===== src/design/htesc_pkg.sv =====
// Package for the HTML text escaper: request types, entity kinds and entity spelling functions.
`default_nettype none

package htesc_pkg;

	localparam logic [7:0] LEAD_BYTE  = 8'hC2;
	localparam logic [7:0] NBSP_TRAIL = 8'hA0;
	localparam logic [7:0] CHR_AMP    = 8'h26;
	localparam logic [7:0] CHR_QUOT   = 8'h22;
	localparam logic [7:0] CHR_LT     = 8'h3C;
	localparam logic [7:0] CHR_GT     = 8'h3E;

	// Entity spellings, first character in the top byte, padded with zero bytes.
	localparam logic [63:0] ENT_AMP  = {"&amp;", 24'd0};
	localparam logic [63:0] ENT_NBSP = {"&nbsp;", 16'd0};
	localparam logic [63:0] ENT_QUOT = {"&quot;", 16'd0};
	localparam logic [63:0] ENT_LT   = {"&lt;", 32'd0};
	localparam logic [63:0] ENT_GT   = {"&gt;", 32'd0};

	typedef struct packed {
		logic [7:0] data_byte;
		logic       end_of_string;
	} in_req_t;

	typedef struct packed {
		logic [7:0] out_byte;
		logic       run_last;
		logic       string_done;
	} out_req_t;

	// What an accepted byte expands to, apart from a flushed lead byte in front of it.
	typedef enum logic [2:0] {
		K_NONE,
		K_PLAIN,
		K_LEAD,
		K_AMP,
		K_NBSP,
		K_QUOT,
		K_LT,
		K_GT
	} kind_t;

	function automatic logic [2:0] kind_len(input kind_t kind);
		logic [2:0] len;
		unique case (kind)
			K_NONE:             len = 3'd0;
			K_PLAIN, K_LEAD:    len = 3'd1;
			K_AMP:              len = 3'd5;
			K_NBSP, K_QUOT:     len = 3'd6;
			K_LT, K_GT:         len = 3'd4;
			default:            len = 3'd0;
		endcase
		return len;
	endfunction

	function automatic logic [7:0] kind_byte(input kind_t kind, input logic [7:0] b,
		input logic [2:0] pos);
		logic [63:0] word;
		logic [7:0]  res;
		word = 64'd0;
		unique case (kind)
			K_AMP:   word = ENT_AMP;
			K_NBSP:  word = ENT_NBSP;
			K_QUOT:  word = ENT_QUOT;
			K_LT:    word = ENT_LT;
			K_GT:    word = ENT_GT;
			default: word = 64'd0;
		endcase
		unique case (kind)
			K_PLAIN: res = b;
			K_LEAD:  res = LEAD_BYTE;
			K_NONE:  res = 8'd0;
			default: res = word[{~pos, 3'b000} +: 8];
		endcase
		return res;
	endfunction

endpackage

`default_nettype wire


===== src/design/html_text_escape_stream_unit.sv =====
// Streaming HTML escaper: one byte in, its escaped bytes out, one a cycle unless stalled.
`default_nettype none

// A byte request is decoded as it is accepted into a single item register, which then
// hands one escaped byte per cycle to the output register unless the output stalls.
// Plain bytes flow at one byte per cycle with no bubbles unless the output stalls. A
// byte that expands to an entity stays in the item register until all its output bytes
// (up to seven: a flushed lead byte followed by "&quot;") are handed on, and the input
// is stalled for all but the last of them. A C2 byte that is not at the end of the
// string is held for one byte of lookahead and produces no output request of its own.
// mode_q is written through cfg_we/cfg_wdata and should only change while the block is idle.

module html_text_escape_stream_unit (
	input  wire logic               clk,
	input  wire logic               arst_n,
	input  wire logic               cfg_we,
	input  wire logic               cfg_wdata,
	input  wire logic               in_valid,
	output logic                    in_stall,
	input  wire htesc_pkg::in_req_t in_req,
	output logic                    out_valid,
	input  wire logic               out_stall,
	output htesc_pkg::out_req_t     out_req
);
	import htesc_pkg::*;

	// Configuration and lookahead state.
	logic mode_q;
	logic held_q;

	// Item register: the decoded expansion of the byte being emitted.
	logic       valid_s1;
	logic       prefix_s1;
	kind_t      kind_s1;
	logic [7:0] byte_s1;
	logic       eos_s1;
	logic [2:0] len_s1;
	logic [2:0] idx_s1;

	// Output register.
	logic     out_valid_q;
	out_req_t out_req_q;

	// Decode of the incoming byte.
	logic       dec_prefix;
	kind_t      dec_kind;
	logic [2:0] dec_len;
	logic       dec_held;

	logic       in_acc;
	logic       out_load;
	logic       item_last;
	logic [2:0] ent_pos;
	logic [7:0] cur_byte;

	always_comb begin
		dec_prefix = held_q;
		dec_kind   = K_PLAIN;
		dec_held   = 1'b0;
		if (held_q && in_req.data_byte == NBSP_TRAIL) begin
			// The held lead byte and this trail byte together form a no-break space.
			dec_prefix = 1'b0;
			dec_kind   = K_NBSP;
		end else if (in_req.data_byte == LEAD_BYTE) begin
			if (in_req.end_of_string) begin
				dec_kind = K_LEAD;
			end else begin
				dec_kind = K_NONE;
				dec_held = 1'b1;
			end
		end else if (in_req.data_byte == CHR_AMP) begin
			dec_kind = K_AMP;
		end else if (mode_q && in_req.data_byte == CHR_QUOT) begin
			dec_kind = K_QUOT;
		end else if (!mode_q && in_req.data_byte == CHR_LT) begin
			dec_kind = K_LT;
		end else if (!mode_q && in_req.data_byte == CHR_GT) begin
			dec_kind = K_GT;
		end
		dec_len = kind_len(dec_kind) + {2'b00, dec_prefix};
	end

	// The item register hands over a byte whenever the output register is free or
	// being emptied this cycle; a new request enters as the last byte leaves.
	assign out_load  = valid_s1 && (!out_valid_q || !out_stall);
	assign item_last = (idx_s1 == len_s1 - 3'd1);
	assign in_stall  = valid_s1 && !(out_load && item_last);
	assign in_acc    = in_valid && !in_stall;

	// Position within the entity, skipping a flushed lead byte in front of it.
	assign ent_pos  = idx_s1 - {2'b00, prefix_s1};
	assign cur_byte = (prefix_s1 && idx_s1 == 3'd0) ? LEAD_BYTE :
		kind_byte(kind_s1, byte_s1, ent_pos);

	always_ff @(posedge clk or negedge arst_n) begin
		if (!arst_n) begin
			mode_q      <= 1'b0;
			held_q      <= 1'b0;
			valid_s1    <= 1'b0;
			idx_s1      <= 3'd0;
			out_valid_q <= 1'b0;
		end else begin
			if (cfg_we) begin
				mode_q <= cfg_wdata;
			end
			if (in_acc) begin
				held_q   <= dec_held;
				valid_s1 <= (dec_len != 3'd0);
				idx_s1   <= 3'd0;
			end else if (out_load) begin
				if (item_last) begin
					valid_s1 <= 1'b0;
				end
				idx_s1 <= idx_s1 + 3'd1;
			end
			if (out_load) begin
				out_valid_q <= 1'b1;
			end else if (!out_stall) begin
				out_valid_q <= 1'b0;
			end
		end
	end

	// Payload registers carry no reset.
	always_ff @(posedge clk) begin
		if (in_acc) begin
			prefix_s1 <= dec_prefix;
			kind_s1   <= dec_kind;
			byte_s1   <= in_req.data_byte;
			eos_s1    <= in_req.end_of_string;
			len_s1    <= dec_len;
		end
		if (out_load) begin
			out_req_q.out_byte    <= cur_byte;
			out_req_q.run_last    <= item_last;
			out_req_q.string_done <= item_last && eos_s1;
		end
	end

	assign out_valid = out_valid_q;
	assign out_req   = out_req_q;

	// The end of a string never leaves a lead byte held.
	a_eos_clears_hold: assert property (@(posedge clk) disable iff (!arst_n)
		in_acc && in_req.end_of_string |=> !held_q)
		else $error("lead byte still held after end of string");

	// The byte counter never runs past the length of the item it is emitting.
	a_idx_in_range: assert property (@(posedge clk) disable iff (!arst_n)
		valid_s1 |-> (idx_s1 < len_s1))
		else $error("item byte index beyond item length");

	// The last byte of a string is always the last byte of its request.
	a_done_is_last: assert property (@(posedge clk) disable iff (!arst_n)
		out_valid_q && out_req_q.string_done |-> out_req_q.run_last)
		else $error("string_done without run_last");

	// An accepted end-of-string byte always leaves the item register valid in the next cycle.
	a_eos_has_output: assert property (@(posedge clk) disable iff (!arst_n)
		in_acc && in_req.end_of_string |=> valid_s1)
		else $error("end of string produced no output");

endmodule

`default_nettype wire


===== config.mk =====
export PLATFORM = sky130hd
export DESIGN_NAME = html_text_escape_stream_unit
export DESIGN_NICKNAME = d
export VERILOG_FILES = /design/src/design/htesc_pkg.sv /design/src/design/html_text_escape_stream_unit.sv
export SDC_FILE = /design/constraint.sdc
export NUM_CORES = 1
export LEC_CHECK = 0
export ABC_AREA = 1
export BUFFER_PORTS_ARGS = -buffer_cell sky130_fd_sc_hd__buf_2
export CAP_MARGIN = 20
export CORE_UTILIZATION = 59
export CTS_BUF_LIST = sky130_fd_sc_hd__clkbuf_8
export DETAILED_ROUTE_END_ITERATION = 8
export PLACE_DENSITY = 0.86
export REMOVE_ABC_BUFFERS = 1
export SETUP_SLACK_MARGIN = 0.2
export SLEW_MARGIN = 15
export SYNTH_ARGS = -nofsm -noshare
export SYNTH_HDL_FRONTEND = slang
export SYNTH_SLANG_ARGS = --single-unit
export TNS_END_PERCENT = 50

===== constraint.sdc =====
create_clock -name clk -period 2.21 [get_ports clk]
set_input_delay 0.3315 -clock clk [delete_from_list [all_inputs] [get_ports clk]]
set_output_delay 0.3315 -clock clk [all_outputs]
set_load 0.01 [all_outputs]

==> results by group <==
STA
  – Shortest period the worst path allows: around 2.0 ns
  – Setup WS post-layout: roughly 0.18 ns
  – Unrepaired setup endpoints after global routing: true
  – Peak Freq: ~490 MHz
  – Worst hold slack: between 0.2 and 0.25 ns
  – Hold Fails Final Rpt: 0
  – Slew Limit Fails: 0
  – Slew headroom: ~75%
  – Final Setup Violations: 0
  – Slew @ Worst Pin: roughly 0.38 ns
  – Sum Neg Setup Slack: 0 ns
  – Period utilisation layout: slightly above 90%
  – Worst Clk Skew: 0.009700 ns

Floorplan
  – DIE WIDTH: 59.41 um
  – Core Region: between 0.003 and 0.004 mm^2
  – Io pins: 27
  – Die H: 59.41 um
  – Num rows: 20
  – Initial Utilization: 63.17%
  – Die area: 0.003529 mm^2

Run
  – Max Cap Viol: 0

Yosys
  – Synth warn: 0
  – Number of library cell types mapped by synthesis: 31
  – Post-Syn Instances: approximately 230
  – Post-synth EDFFs: 26
  – Post-synth top flop: edfxtp_1
  – Register area share after synthesis: 49.16%
  – #FFs+latches synth: 33
  – Mapped Area: around 0.0019 mm^2
  – Post-synth ARST share: 21.21%
  – Syn_area_per_cell: approximately 8.3 um^2

Critical path
  – Critical path startpoint category: register
  – Crit Path Category: reg -> out
  – Worst EP required: between 1.5 and 2 ns
  – Critical path arrival: roughly 1.7 ns
  – Critical Path Fanout Max: 4
  – Nature of the critical path endpoint: output port

Routing
  – Vias: about 1600
  – Pre-Repair DR Iteration Count: 4
  – Wire per inst: 11.96 um
  – Vias per cell: 5.203
  – Post-route DRC: 0
  – Drt initial violations: 58
  – DRT antenna net count: 0
  – WL final: between 3000 and 4000 um

Place
  – Post-Place Cell Area: 0.002125 mm^2
  – GP Congestion: 0.9470
  – Pre-CTS WS: between 0.15 and 0.2 ns
  – Hpwl dp: 2883 um
  – I/O Buffers: 26

Layout
  – Core Util, Final: approximately three quarters
  – Area delta synth->final: 18.85%
  – Multi-input gate area: around 900 um^2
  – Nets: a little under 300
  – Fillers: 211
  – Post-route cell area: 0.002311 mm^2
  – Diode count: 0
  – Layout cell share with drive strength beyond 1: between 20 and 30%
  – Register area: ~960 um^2

Global routing
  – Number of global-route vias before repair: about 1500
  – Pin count of the biggest net entering global routing: 19
  – Initial antenna violation count: 0
  – Overflow after GRT: 0
  – First-pass GRT wire length: between 6000 and 7000 um
  – Total global routing track utilization: 24.49%

Power
  – Sw Share: 39.31%
  – Sequential fraction of design power: between 30 and 40%
  – Lkg Pwr: 1.099 nW
  – Comb pwr share: a little under half
  – Internal power: approximately 1.6 mW
  – Peak VDD IR: just under 600 uV
  – Pwr dens: around 1100 mW/mm^2
  – Clk pwr share: between 10% and 20%
  – Switching Power: about 1.0 mW

Clocking
  – Clock latency on the worst-skew pair: approximately 0.3 ns
  – H-tree depth: 2
  – Reg clk slew, reported paths: around 0.07 ns
  – CTS buffer count: 5
  – Num Clock Sinks: 33
  – Max clock buf depth: 2
  – CTS Root Cell: clkbuf_8
  – CTS tree: yes

Min path
  – Min-Delay Path Class: in -> reg

Outcome
  – Outcome: complete, no violations
## cell type report
class	count	share of cell area, %
Clock buffer	5	2.978
Clock inverter	3	0.7580
Inverter	36	5.847
Multi-Input combinational cell	162	38.39
Sequential cell	33	41.36
Tap cell	44	2.382
Timing Repair Buffer	33	8.284
## cell usage after synthesis, types with 2 or more instances
library cell | count | area, um^2
a21oi_1 | 13 | 65.06
a21oi_2 | 2 | 17.52
a31oi_1 | 3 | 18.77
dfrtp_1 | 7 | 175.2
edfxtp_1 | 26 | 780.8
ha_1 | 7 | 87.58
inv_1 | 27 | 101.4
inv_2 | 8 | 30.03
nand2_1 | 60 | 225.2
nand2_2 | 5 | 31.28
nand2_4 | 2 | 22.52
nand3_1 | 13 | 65.06
nor2_1 | 25 | 93.84
nor2_2 | 7 | 43.79
o211ai_1 | 3 | 22.52
o21ai_0 | 4 | 20.02
o21ai_1 | 5 | 25.02
xor2_1 | 3 | 26.28
## path summary, 6_finish.rpt
check | startpoint | endpoint | slack (ns) | depth (start not counted)
min in group asynchronous | arst_n | idx_s1[2] | 0.42 | 2
worst min register to register | held_q | held_q | 0.50 | 2
worst max register to register | len_s1[0] | byte_s1[3] | 0.28 | 10
worst min-delay path | cfg_we | mode_q | 0.23 | 2
max in group asynchronous | arst_n | mode_q | 1.61 | 2
worst max-delay path | len_s1[0] | in_stall | 0.18 | 10
## placed cells by master (no fill, tap or decap), types with 2 or more instances in the layout
cell type,instances
nand2_1,58
edfxtp_1,26
buf_2,25
nor2_1,23
inv_1,22
inv_2,13
nand3_1,13
a21oi_1,13
nor2_2,9
dfrtp_1,7
buf_4,6
nand2_2,5
ha_1,5
clkbuf_8,5
nand2_4,4
o21ai_1,4
o21ai_0,4
xor2_1,3
a31oi_1,3
o211ai_1,3
a21oi_2,2
clkinv_2,2
## sequential cells by signal, indices dropped and copies added (netlist names)
signal	count
byte_s1	8
eos_s1	1
held_q	1
idx_s1	3
kind_s1	3
len_s1	3
mode_q	1
out_req	10
out_valid	1
prefix_s1	1
valid_s1	1
## worst max-delay path: stages (launching register included)
cell and delay, ns:
edfxtp_1 0.41, inv_2 0.10, ha_4 0.14, nand2_1 0.04, nand2_1 0.07, xor2_1 0.19, and2_4 0.19, nand2_4 0.05
nand2_4 0.08, inv_2 0.04, buf_6 0.11
## power by group through the flow
stage / Combinational [mW] / Clock (mW) / Sequential [mW]
global placement: 1.06 / 0 / 1.01
global route: 1.34 / 0.476 / 1.02
CTS: 1.12 / 0.449 / 1.01
detailed placement: 1.08 / 0 / 1.02
finish: 1.21 / 0.441 / 1.01
floorplan: 0.741 / 0 / 1.06
## repair_timing
| action | 4_1_cts | 5_1_grt |
|---|---|---|
| setup buffers | 1 | 4 |
| hold buffers | 1 | 0 |
| resized for setup | 6 | 11 |
| endpoints found under the setup margin | 1 | 23 |
| endpoints found under the hold margin | 7 | 0 |
| pin swaps | 5 | 5 |
## layer usage
layer	vias to the layer above	routed length [um]	GRT usage, %
li1	830	-	-
met5	-	0	0
met3	9	250	9.170
met4	0	65	12.24
met2	65	1868	39.97
met1	740	1595	28.06
## metrics by stage
stage | std cells | total power [mW]
after CTS | 312 | 2.572
after global routing | 316 | 2.842
after global placement | 302 | 2.071
final | 316 | 2.657
after floorplan | 231 | 1.796
after detailed placement | 302 | 2.097
## logic make-up (layout without fill, tap and decap cells)
family,count (synthesis),after routing,synth area share [%]
AND/OR/NAND/NOR,118,118,27.03
adder cells (fa/ha/maj),7,7,4.504
XOR/XNOR,4,4,1.802
flip-flops,33,33,49.16
AO/OA/AOI/OAI,33,33,9.910
buffers and inverters,38,77,7.593
Power figures use the tool's default switching activity.
